`src/rtl/gsa_pkg.sv`:
```
package gsa_pkg;

	localparam int SLOTS    = 64;
	localparam int GEN_BITS = 16;
	localparam int SLOT_W   = $clog2(SLOTS);
	localparam int CNT_W    = $clog2(SLOTS + 1);
	localparam int FAIL_W   = 32;
	localparam int CFG_W    = 16;

	localparam logic [CNT_W-1:0]    LIMIT_RST = CNT_W'(SLOTS);
	localparam logic [GEN_BITS-1:0] SEED_RST  = GEN_BITS'(1);

	typedef enum logic [1:0] {
		OP_ALLOC   = 2'd0,
		OP_RELEASE = 2'd1,
		OP_CHECK   = 2'd2,
		OP_INIT    = 2'd3
	} opcode_t;

	typedef enum logic [1:0] {
		ST_OK      = 2'd0,
		ST_NOINIT  = 2'd1,
		ST_BADHNDL = 2'd2,
		ST_FULL    = 2'd3
	} status_t;

	typedef enum logic [0:0] {
		CFG_SLOT_LIMIT = 1'b0,
		CFG_GEN_SEED   = 1'b1
	} cfg_idx_t;

	typedef struct packed {
		logic                do_init;
		logic                do_alloc;
		logic                do_release;
		logic                chk_en;
		logic [SLOT_W-1:0]   slot;
		logic [GEN_BITS-1:0] gen;
		logic [GEN_BITS-1:0] seed;
		logic [CNT_W-1:0]    limit;
	} cell_ctrl_t;

	typedef struct packed {
		logic                grant;
		logic                hit;
		logic [GEN_BITS-1:0] gen;
	} cell_res_t;

endpackage

```
`src/rtl/gsa_cell.sv`:
```
module gsa_cell (
	input  logic                       clk,
	input  logic                       arst_n,
	input  logic [gsa_pkg::SLOT_W-1:0] cell_idx,
	input  gsa_pkg::cell_ctrl_t        ctrl,
	input  logic                       found_in,
	output logic                       found_out,
	output gsa_pkg::cell_res_t         res
);

	logic                         active_q;
	logic                         en_q;
	logic [gsa_pkg::GEN_BITS-1:0] gen_q;
	logic                         free;
	logic                         grant;
	logic                         hit;
	logic [gsa_pkg::GEN_BITS-1:0] gen_fix;

	assign free      = en_q & ~active_q;
	assign grant     = free & ~found_in;
	assign found_out = found_in | free;
	assign hit       = ctrl.chk_en & en_q & active_q & (ctrl.slot == cell_idx)
		& (gen_q == ctrl.gen);
	assign gen_fix   = (gen_q == '0) ? gsa_pkg::GEN_BITS'(1) : gen_q;

	assign res.grant = grant;
	assign res.hit   = hit;
	assign res.gen   = grant ? gen_fix : '0;

	always_ff @(posedge clk or negedge arst_n) begin
		if (!arst_n) begin
			active_q <= 1'b0;
			en_q     <= 1'b0;
			gen_q    <= '0;
		end else if (ctrl.do_init) begin
			active_q <= 1'b0;
			en_q     <= ({1'b0, cell_idx} < ctrl.limit);
			gen_q    <= ctrl.seed;
		end else if (ctrl.do_alloc && grant) begin
			active_q <= 1'b1;
			gen_q    <= gen_fix;
		end else if (ctrl.do_release && hit) begin
			active_q <= 1'b0;
			gen_q    <= gen_q + gsa_pkg::GEN_BITS'(1);
		end
	end

endmodule

```
`src/rtl/generational_slot_allocator_core.sv`:
```
// The accepted start beat is registered into valid_s1, then into done_q, which drives the done strobe.
// A new operation cannot be accepted while busy; busy is high for the cycle after accept.
// The lowest-free-slot search ripples down the slot cell chain while the operation is in the s1 registers.
// Results are shown for one cycle with done; the receiver cannot stall.
// Reset (arst_n low): not initialized, all slots inactive at generation zero,
// counters zero, slot_limit 64, generation_seed 1.
module generational_slot_allocator_core (
	input  logic                         clk,
	input  logic                         arst_n,
	input  logic                         start,
	output logic                         busy,
	input  logic [1:0]                   opcode,
	input  logic [gsa_pkg::SLOT_W-1:0]   slot_index,
	input  logic [gsa_pkg::GEN_BITS-1:0] handle_generation,
	input  logic                         cfg_we,
	input  logic [0:0]                   cfg_index,
	input  logic [gsa_pkg::CFG_W-1:0]    cfg_wdata,
	output logic                         done,
	output logic [1:0]                   status,
	output logic                         handle_valid,
	output logic [gsa_pkg::SLOT_W-1:0]   out_slot,
	output logic [gsa_pkg::GEN_BITS-1:0] out_generation,
	output logic [gsa_pkg::CNT_W-1:0]    active_count,
	output logic [gsa_pkg::FAIL_W-1:0]   failure_count
);

	logic [gsa_pkg::CNT_W-1:0]    limit_q;
	logic [gsa_pkg::GEN_BITS-1:0] seed_q;
	logic                         ready_q;
	logic [gsa_pkg::CNT_W-1:0]    live_q;
	logic [gsa_pkg::FAIL_W-1:0]   fail_q;

	logic                         valid_s1;
	gsa_pkg::opcode_t             op_s1;
	logic [gsa_pkg::SLOT_W-1:0]   slot_s1;
	logic [gsa_pkg::GEN_BITS-1:0] hgen_s1;

	logic                         done_q;
	gsa_pkg::status_t             status_q;
	logic                         valid_q;
	logic [gsa_pkg::SLOT_W-1:0]   oslot_q;
	logic [gsa_pkg::GEN_BITS-1:0] ogen_q;

	gsa_pkg::cell_ctrl_t          ctrl;
	gsa_pkg::cell_res_t           res [gsa_pkg::SLOTS];
	logic [gsa_pkg::SLOTS:0]      found;

	logic                         any_grant;
	logic                         any_hit;
	logic [gsa_pkg::SLOT_W-1:0]   gslot;
	logic [gsa_pkg::GEN_BITS-1:0] ggen;
	logic [gsa_pkg::CNT_W-1:0]    clamp_limit;
	logic                         hnd_ok;
	logic                         fail;
	gsa_pkg::status_t             status_d;
	logic                         valid_d;
	logic [gsa_pkg::CNT_W-1:0]    live_d;
	logic                         accept_beat;

	assign accept_beat = start & ~busy;

	assign busy = valid_s1;

	assign clamp_limit = (limit_q > gsa_pkg::CNT_W'(gsa_pkg::SLOTS))
		? gsa_pkg::CNT_W'(gsa_pkg::SLOTS) : limit_q;

	always_comb begin
		ctrl            = '0;
		ctrl.do_init    = valid_s1 && (op_s1 == gsa_pkg::OP_INIT);
		ctrl.do_alloc   = valid_s1 && (op_s1 == gsa_pkg::OP_ALLOC) && ready_q;
		ctrl.do_release = valid_s1 && (op_s1 == gsa_pkg::OP_RELEASE);
		ctrl.chk_en     = ready_q && (hgen_s1 != '0);
		ctrl.slot       = slot_s1;
		ctrl.gen        = hgen_s1;
		ctrl.seed       = seed_q;
		ctrl.limit      = clamp_limit;
	end

	assign found[0] = 1'b0;

	for (genvar i = 0; i < gsa_pkg::SLOTS; i++) begin : g_cell
		gsa_cell u_cell (
			.clk       (clk),
			.arst_n    (arst_n),
			.cell_idx  (gsa_pkg::SLOT_W'(i)),
			.ctrl      (ctrl),
			.found_in  (found[i]),
			.found_out (found[i+1]),
			.res       (res[i])
		);
	end

	always_comb begin
		any_hit = 1'b0;
		gslot   = '0;
		ggen    = '0;
		for (int i = 0; i < gsa_pkg::SLOTS; i++) begin
			any_hit = any_hit | res[i].hit;
			gslot   = gslot | (res[i].grant ? gsa_pkg::SLOT_W'(i) : '0);
			ggen    = ggen | res[i].gen;
		end
	end

	assign any_grant = found[gsa_pkg::SLOTS];
	assign hnd_ok    = ready_q && (hgen_s1 != '0) && any_hit;

	always_comb begin
		status_d = gsa_pkg::ST_OK;
		valid_d  = 1'b0;
		fail     = 1'b0;
		live_d   = live_q;
		case (op_s1)
			gsa_pkg::OP_ALLOC: begin
				if (!ready_q) begin
					status_d = gsa_pkg::ST_NOINIT;
					fail     = 1'b1;
				end else if (any_grant) begin
					live_d = live_q + gsa_pkg::CNT_W'(1);
				end else begin
					status_d = gsa_pkg::ST_FULL;
					fail     = 1'b1;
				end
			end
			gsa_pkg::OP_RELEASE: begin
				if (!hnd_ok) begin
					status_d = gsa_pkg::ST_BADHNDL;
					fail     = 1'b1;
				end else if (live_q != '0) begin
					live_d = live_q - gsa_pkg::CNT_W'(1);
				end
			end
			gsa_pkg::OP_CHECK: begin
				if (!ready_q) begin
					status_d = gsa_pkg::ST_NOINIT;
				end else if (hnd_ok) begin
					valid_d = 1'b1;
				end else begin
					status_d = gsa_pkg::ST_BADHNDL;
				end
			end
			gsa_pkg::OP_INIT: begin
				live_d = '0;
			end
			default: begin
				status_d = gsa_pkg::ST_OK;
			end
		endcase
	end

	always_ff @(posedge clk or negedge arst_n) begin
		if (!arst_n) begin
			limit_q <= gsa_pkg::LIMIT_RST;
			seed_q  <= gsa_pkg::SEED_RST;
		end else if (cfg_we) begin
			case (gsa_pkg::cfg_idx_t'(cfg_index))
				gsa_pkg::CFG_SLOT_LIMIT: limit_q <= cfg_wdata[gsa_pkg::CNT_W-1:0];
				gsa_pkg::CFG_GEN_SEED:   seed_q  <= cfg_wdata[gsa_pkg::GEN_BITS-1:0];
				default:                 seed_q  <= seed_q;
			endcase
		end
	end

	always_ff @(posedge clk or negedge arst_n) begin
		if (!arst_n) begin
			valid_s1 <= 1'b0;
		end else begin
			valid_s1 <= accept_beat;
		end
	end

	always_ff @(posedge clk) begin
		if (accept_beat) begin
			op_s1   <= gsa_pkg::opcode_t'(opcode);
			slot_s1 <= slot_index;
			hgen_s1 <= handle_generation;
		end
	end

	always_ff @(posedge clk or negedge arst_n) begin
		if (!arst_n) begin
			ready_q <= 1'b0;
			live_q  <= '0;
			fail_q  <= '0;
			done_q  <= 1'b0;
		end else begin
			done_q <= valid_s1;
			if (valid_s1) begin
				live_q <= live_d;
				if (op_s1 == gsa_pkg::OP_INIT) begin
					ready_q <= 1'b1;
					fail_q  <= '0;
				end else if (fail && (fail_q != '1)) begin
					fail_q <= fail_q + gsa_pkg::FAIL_W'(1);
				end
			end
		end
	end

	always_ff @(posedge clk) begin
		if (valid_s1) begin
			status_q <= status_d;
			valid_q  <= valid_d;
			oslot_q  <= (ctrl.do_alloc && any_grant) ? gslot : '0;
			ogen_q   <= (ctrl.do_alloc && any_grant) ? ggen : '0;
		end
	end

	assign done           = done_q;
	assign status         = status_q;
	assign handle_valid   = valid_q;
	assign out_slot       = oslot_q;
	assign out_generation = ogen_q;
	assign active_count   = live_q;
	assign failure_count  = fail_q;

endmodule

```
`config.mk`:
```
export PLATFORM = sky130hd
export DESIGN_NAME = generational_slot_allocator_core
export DESIGN_NICKNAME = d
export VERILOG_FILES = /design/src/rtl/gsa_pkg.sv /design/src/rtl/gsa_cell.sv /design/src/rtl/generational_slot_allocator_core.sv
export SDC_FILE = /design/constraint.sdc
export NUM_CORES = 2
export LEC_CHECK = 0
export BUFFER_PORTS_ARGS = -buffer_cell sky130_fd_sc_hd__buf_2
export CORE_MARGIN = 10
export CORE_UTILIZATION = 30
export DETAILED_ROUTE_END_ITERATION = 12
export PLACE_DENSITY_LB_ADDON = 0.12
export SLEW_MARGIN = 25
export SYNTH_ARGS = -nofsm -noshare
export SYNTH_HDL_FRONTEND = slang
export SYNTH_SLANG_ARGS = --single-unit
```
`constraint.sdc`:
```
create_clock -name clk -period 9.1 [get_ports clk]
set_clock_uncertainty 0.2 [all_clocks]
set_input_delay 0 -clock clk [delete_from_list [all_inputs] [get_ports clk]]
set_output_delay 0 -clock clk [all_outputs]
set_load 0.05 [all_outputs]
```
==> impl_metrics.py <==
metrics = {
    "timing": {
        "tightestPinTransition_ps": 1389,
        "setup-violations-final": 0,
        "post-route-min-period_ps": 6455,
        "hold_slack_ps": 92.59,
        "rsz0062_at_grt": "false",
        "finalSetupTns_ps": 0,
        "period_share_pct": 70.94,
        "layout_setup_ws_ps": 2645,
        "clock.fmax_mhz": 154.9,
        "slew_headroom_pct": 7.407,
        "hold_violations": 0,
        "drv_slew": 0,
    },
    "yosys": {
        "yosysTopAreaCell": "dfrtp_1",
        "synth_seq_area_share_pct": 34.84,
        "synth_flop_cell": "dfrtp_1",
        "yosysTopAreaCellShare_pct": 33.18,
        "syn_inst": 11040,
        "synth_cell_types": 111,
        "yosys-top-cells-area": "dfrtp_1 (33%), xor2_1 (9.6%), nand3_1 (4.8%)",
        "synth_edf_count": 49,
        "synthArstFlopShare_pct": 96.13,
        "synth_seq_cells": 1266,
        "avgSynthCellArea_um2": 8.300,
        "syn_nets": 11220,
        "syn_area_um2": 91630,
        "yosys_warnings": 0,
    },
    "global_routing": {
        "overflow": 0,
        "grt_max_degree": 156,
        "grt_pass1_vias": 90652,
        "grt_pass1_wl_um": 791700,
        "grt_usage_pct": 34.09,
        "antenna_found_initial": 69,
    },
    "hold_path": {
        "holdCritStartpoint": "start",
        "worstHoldPathType": "primary input to flop",
    },
    "setup_path": {
        "end_kind": "flop",
        "worst-path-stages": 12,
        "crit_chain": "buf_4 -> xor2_1 -> nor4_1 -> nand3_1 -> nor4_2 -> nor4_1 -> a41oi_1 -> a21oi_2 -> a31oi_4 -> buf_4 -> o21ai_2 -> a21boi_0",
        "cpLargestDelayFamily": "compound AO/OA/AOI/OAI gates",
        "crit_end": "failure_count[18]",
        "critical_path_required_ps": 9620,
        "setup.worst_path.start": "hgen_s1[11]",
        "r2r_cells": 12,
        "reg2reg_slack_ps": 2640,
        "reg2reg_from": "hgen_s1[11]",
        "path_max_fanout": 35,
        "critPathSlowestCell": "nor4_1",
        "crit-reg2reg-capture": "failure_count[18]",
        "crit_path_start_kind": "flop",
        "crit_buf_inv": 2,
        "worstPathArrival_ps": 6970,
        "crit_type": "flop to flop",
        "max_stage_delay_ps": 1010,
    },
    "route": {
        "routed_wl_um": 584500,
        "route.detailed.drc": 0,
        "dr.pass1.iters": 10,
        "wl_per_cell_um": 38.92,
        "ant_nets": 0,
        "vias": 98084,
        "drt-initial-drc-count": 15573,
        "viasPerCell": 6.532,
    },
    "clock_tree": {
        "clk_pin_slew_ps": 60,
        "cts_tree": "done",
        "cts_buffers": 175,
        "root_buffer": "clkbuf_16",
        "clock_latency_ps": 920,
        "post_cts_buffers": 0,
        "cts.sinks": 1266,
        "cts_max_level": 4,
        "clockBufferDepth": 4,
    },
    "floorplanning": {
        "die_w_um": 572.7,
        "rows": 202,
        "die_h_um": 572.7,
        "die_area_um2": 327900,
        "ios": 111,
        "coreArea_um2": 303500,
        "start_util_pct": 30.19,
    },
    "pwr": {
        "seq_power_share_pct": 43.4,
        "p_leak_nw": 40.03,
        "p_int_w": 0.01365,
        "vdd_ir_drop_max_mv": 0.1512,
        "switching_share_pct": 43.64,
        "switching_power_w": 0.01057,
        "pwr-share-clk_pct": 30.9,
        "combPwrFrac_pct": 25.6,
        "power.density_nw_per_um2": 233.6,
    },
    "place": {
        "io_buffers": 110,
        "place_ws_ps": 3052,
        "place_congestion": 1.031,
        "place_hpwl_um": 418500,
        "post_dp_cell_area_um2": 96460,
    },
    "layout": {
        "fin_util_pct": 34.16,
        "fill_cells": 31635,
        "drive_gt1_share_pct": 9.081,
        "final_nets": 10919,
        "syn_to_final_growth_pct": 13.16,
        "fin_area_um2": 103700,
    },
    "flow_run": {
        "maxCapViolations": 0,
    },
    "outcome": {
        "status": "completed",
    },
}
-- cell families (layout without fill, tap and decap cells) --
kind of cell               Yosys count  count (layout)  synth area share [%]
other                                0              57                     0
DFF                               1266            1266                 34.84
muxes                               88              88                 1.047
xor gates and xnor gates          1326            1326                 12.67
and+or+nand+nor                   4682            4682                 26.73
adders and majority gates          135             135                 1.852
buffers and inverters             1250            1090                 5.624
AOI/OAI and AO/OA                 2293            2293                 17.23
-- cell type report --
type,count,area [µm²],area share (%)
Sequential cell,1266,31930,30.80
Antenna cell,57,142.6,0.1376
Multi-Input combinational cell,8524,55230,53.26
Timing Repair Buffer,500,4248,4.097
Clock buffer,249,5136,4.953
Inverter,272,1022,0.9858
Tap cell,4080,5105,4.923
Clock inverter,69,879.6,0.8483
-- cells in the final DEF, fill, tap and decap left out, types with 248 or more instances in the layout --
cell / n
dfrtp_1: 1214
nand3_1: 879
nand2_1: 1133
xnor2_1: 320
o21ai_0: 257
inv_1: 270
nor4_1: 570
nand4_1: 319
nor2_1: 528
and3_1: 331
o211ai_1: 422
buf_4: 248
a21oi_1: 594
xor2_1: 1006
-- how the worst min path moves through the flow --
stage                                             end  slack [ps]  cells after the start
final                                            busy          90                      4
after global routing                       limit_q[0]         100                      4
after floorplan                       active_count[0]        -500                      0
after detailed placement  g_cell[23].u_cell.gen_q[15]        -160                      1
after global placement    g_cell[23].u_cell.gen_q[15]        -170                      1
after CTS                                  limit_q[0]          40                      4
-- sequential cells by signal (all words and copies together), names as in the netlist --
signal	flops
status	2
out_generation	16
slot_s1	6
g_cell.u_cell.gen_q	1024
limit_q	7
g_cell.u_cell.active_q	64
hgen_s1	16
op_s1	2
g_cell.u_cell.en_q	64
ready_q	1
seed_q	16
failure_count	32
handle_valid	1
active_count	7
done	1
busy	1
out_slot	6
-- synth_stat cells (36+ instances only) --
cell type and count:
a22oi_1 177, nor2b_1 69, o311ai_0 129, and4_1 62, buf_1 89, buf_4 83, a22o_1 67, a221oi_1 41
edfxtp_1 49, nor4_1 591, o211ai_1 422, a31oi_1 99, o22a_1 48, nor3b_1 77, nand2_1 1150, nand2b_1 83
o31ai_1 38, a21oi_1 597, and3_1 337, buf_2 82, or2_2 44, nor2_1 556, clkbuf_1 717, mux2_2 63
nand3_1 879, a222oi_1 67, and2_1 80, o21ai_0 257, or3_1 56, nor3_1 213, a211oi_1 36, inv_1 270
ha_1 134, dfrtp_1 1215, xor2_1 1006, nand4_1 319, xnor2_1 320
-- worst reg2reg max path, delay by kind of cell (launching register included) --
| family | cells | cell delay [ps] |
|---|---|---|
| DFF | 1 | 860 |
| buffers and inverters | 2 | 860 |
| xor gates and xnor gates | 1 | 330 |
| AOI/OAI and AO/OA | 5 | 2750 |
| and+or+nand+nor | 4 | 1300 |
-- per-layer routing --
metal	vias to the layer above	part of all wire (%)	wire, µm	track usage [%]
li1	40048	-	-	-
met1	49503	41	238900	46.28
met2	6892	40	236100	47.96
met3	1611	11	65450	8.820
met4	30	7.5	43910	21.18
met5	-	0.042	245	0
-- power by group through the flow --
stage	Combinational, W	Clock, W	Sequential (W)
floorplan	0.00472	0	0.00809
global placement	0.00591	0	0.0104
detailed placement	0.00597	0	0.0104
CTS	0.00604	0.00758	0.0103
global route	0.00667	0.00780	0.0105
finish	0.00621	0.00749	0.0105
-- stage by stage --
step / instances / total power [W]
after floorplan: 11040 / 0.01280
final: 15017 / 0.02422
after global placement: 14530 / 0.01630
after detailed placement: 14540 / 0.01633
after CTS: 14957 / 0.02390
after global routing: 14986 / 0.02499
-- timing repair --
| item | CTS | global route |
|---|---|---|
| hold endpoints to repair | 548 | 0 |
| gates resized for setup | 0 | 0 |
| hold buffers | 99 | 0 |
No activity file was read; power rests on OpenSTA's default activity.
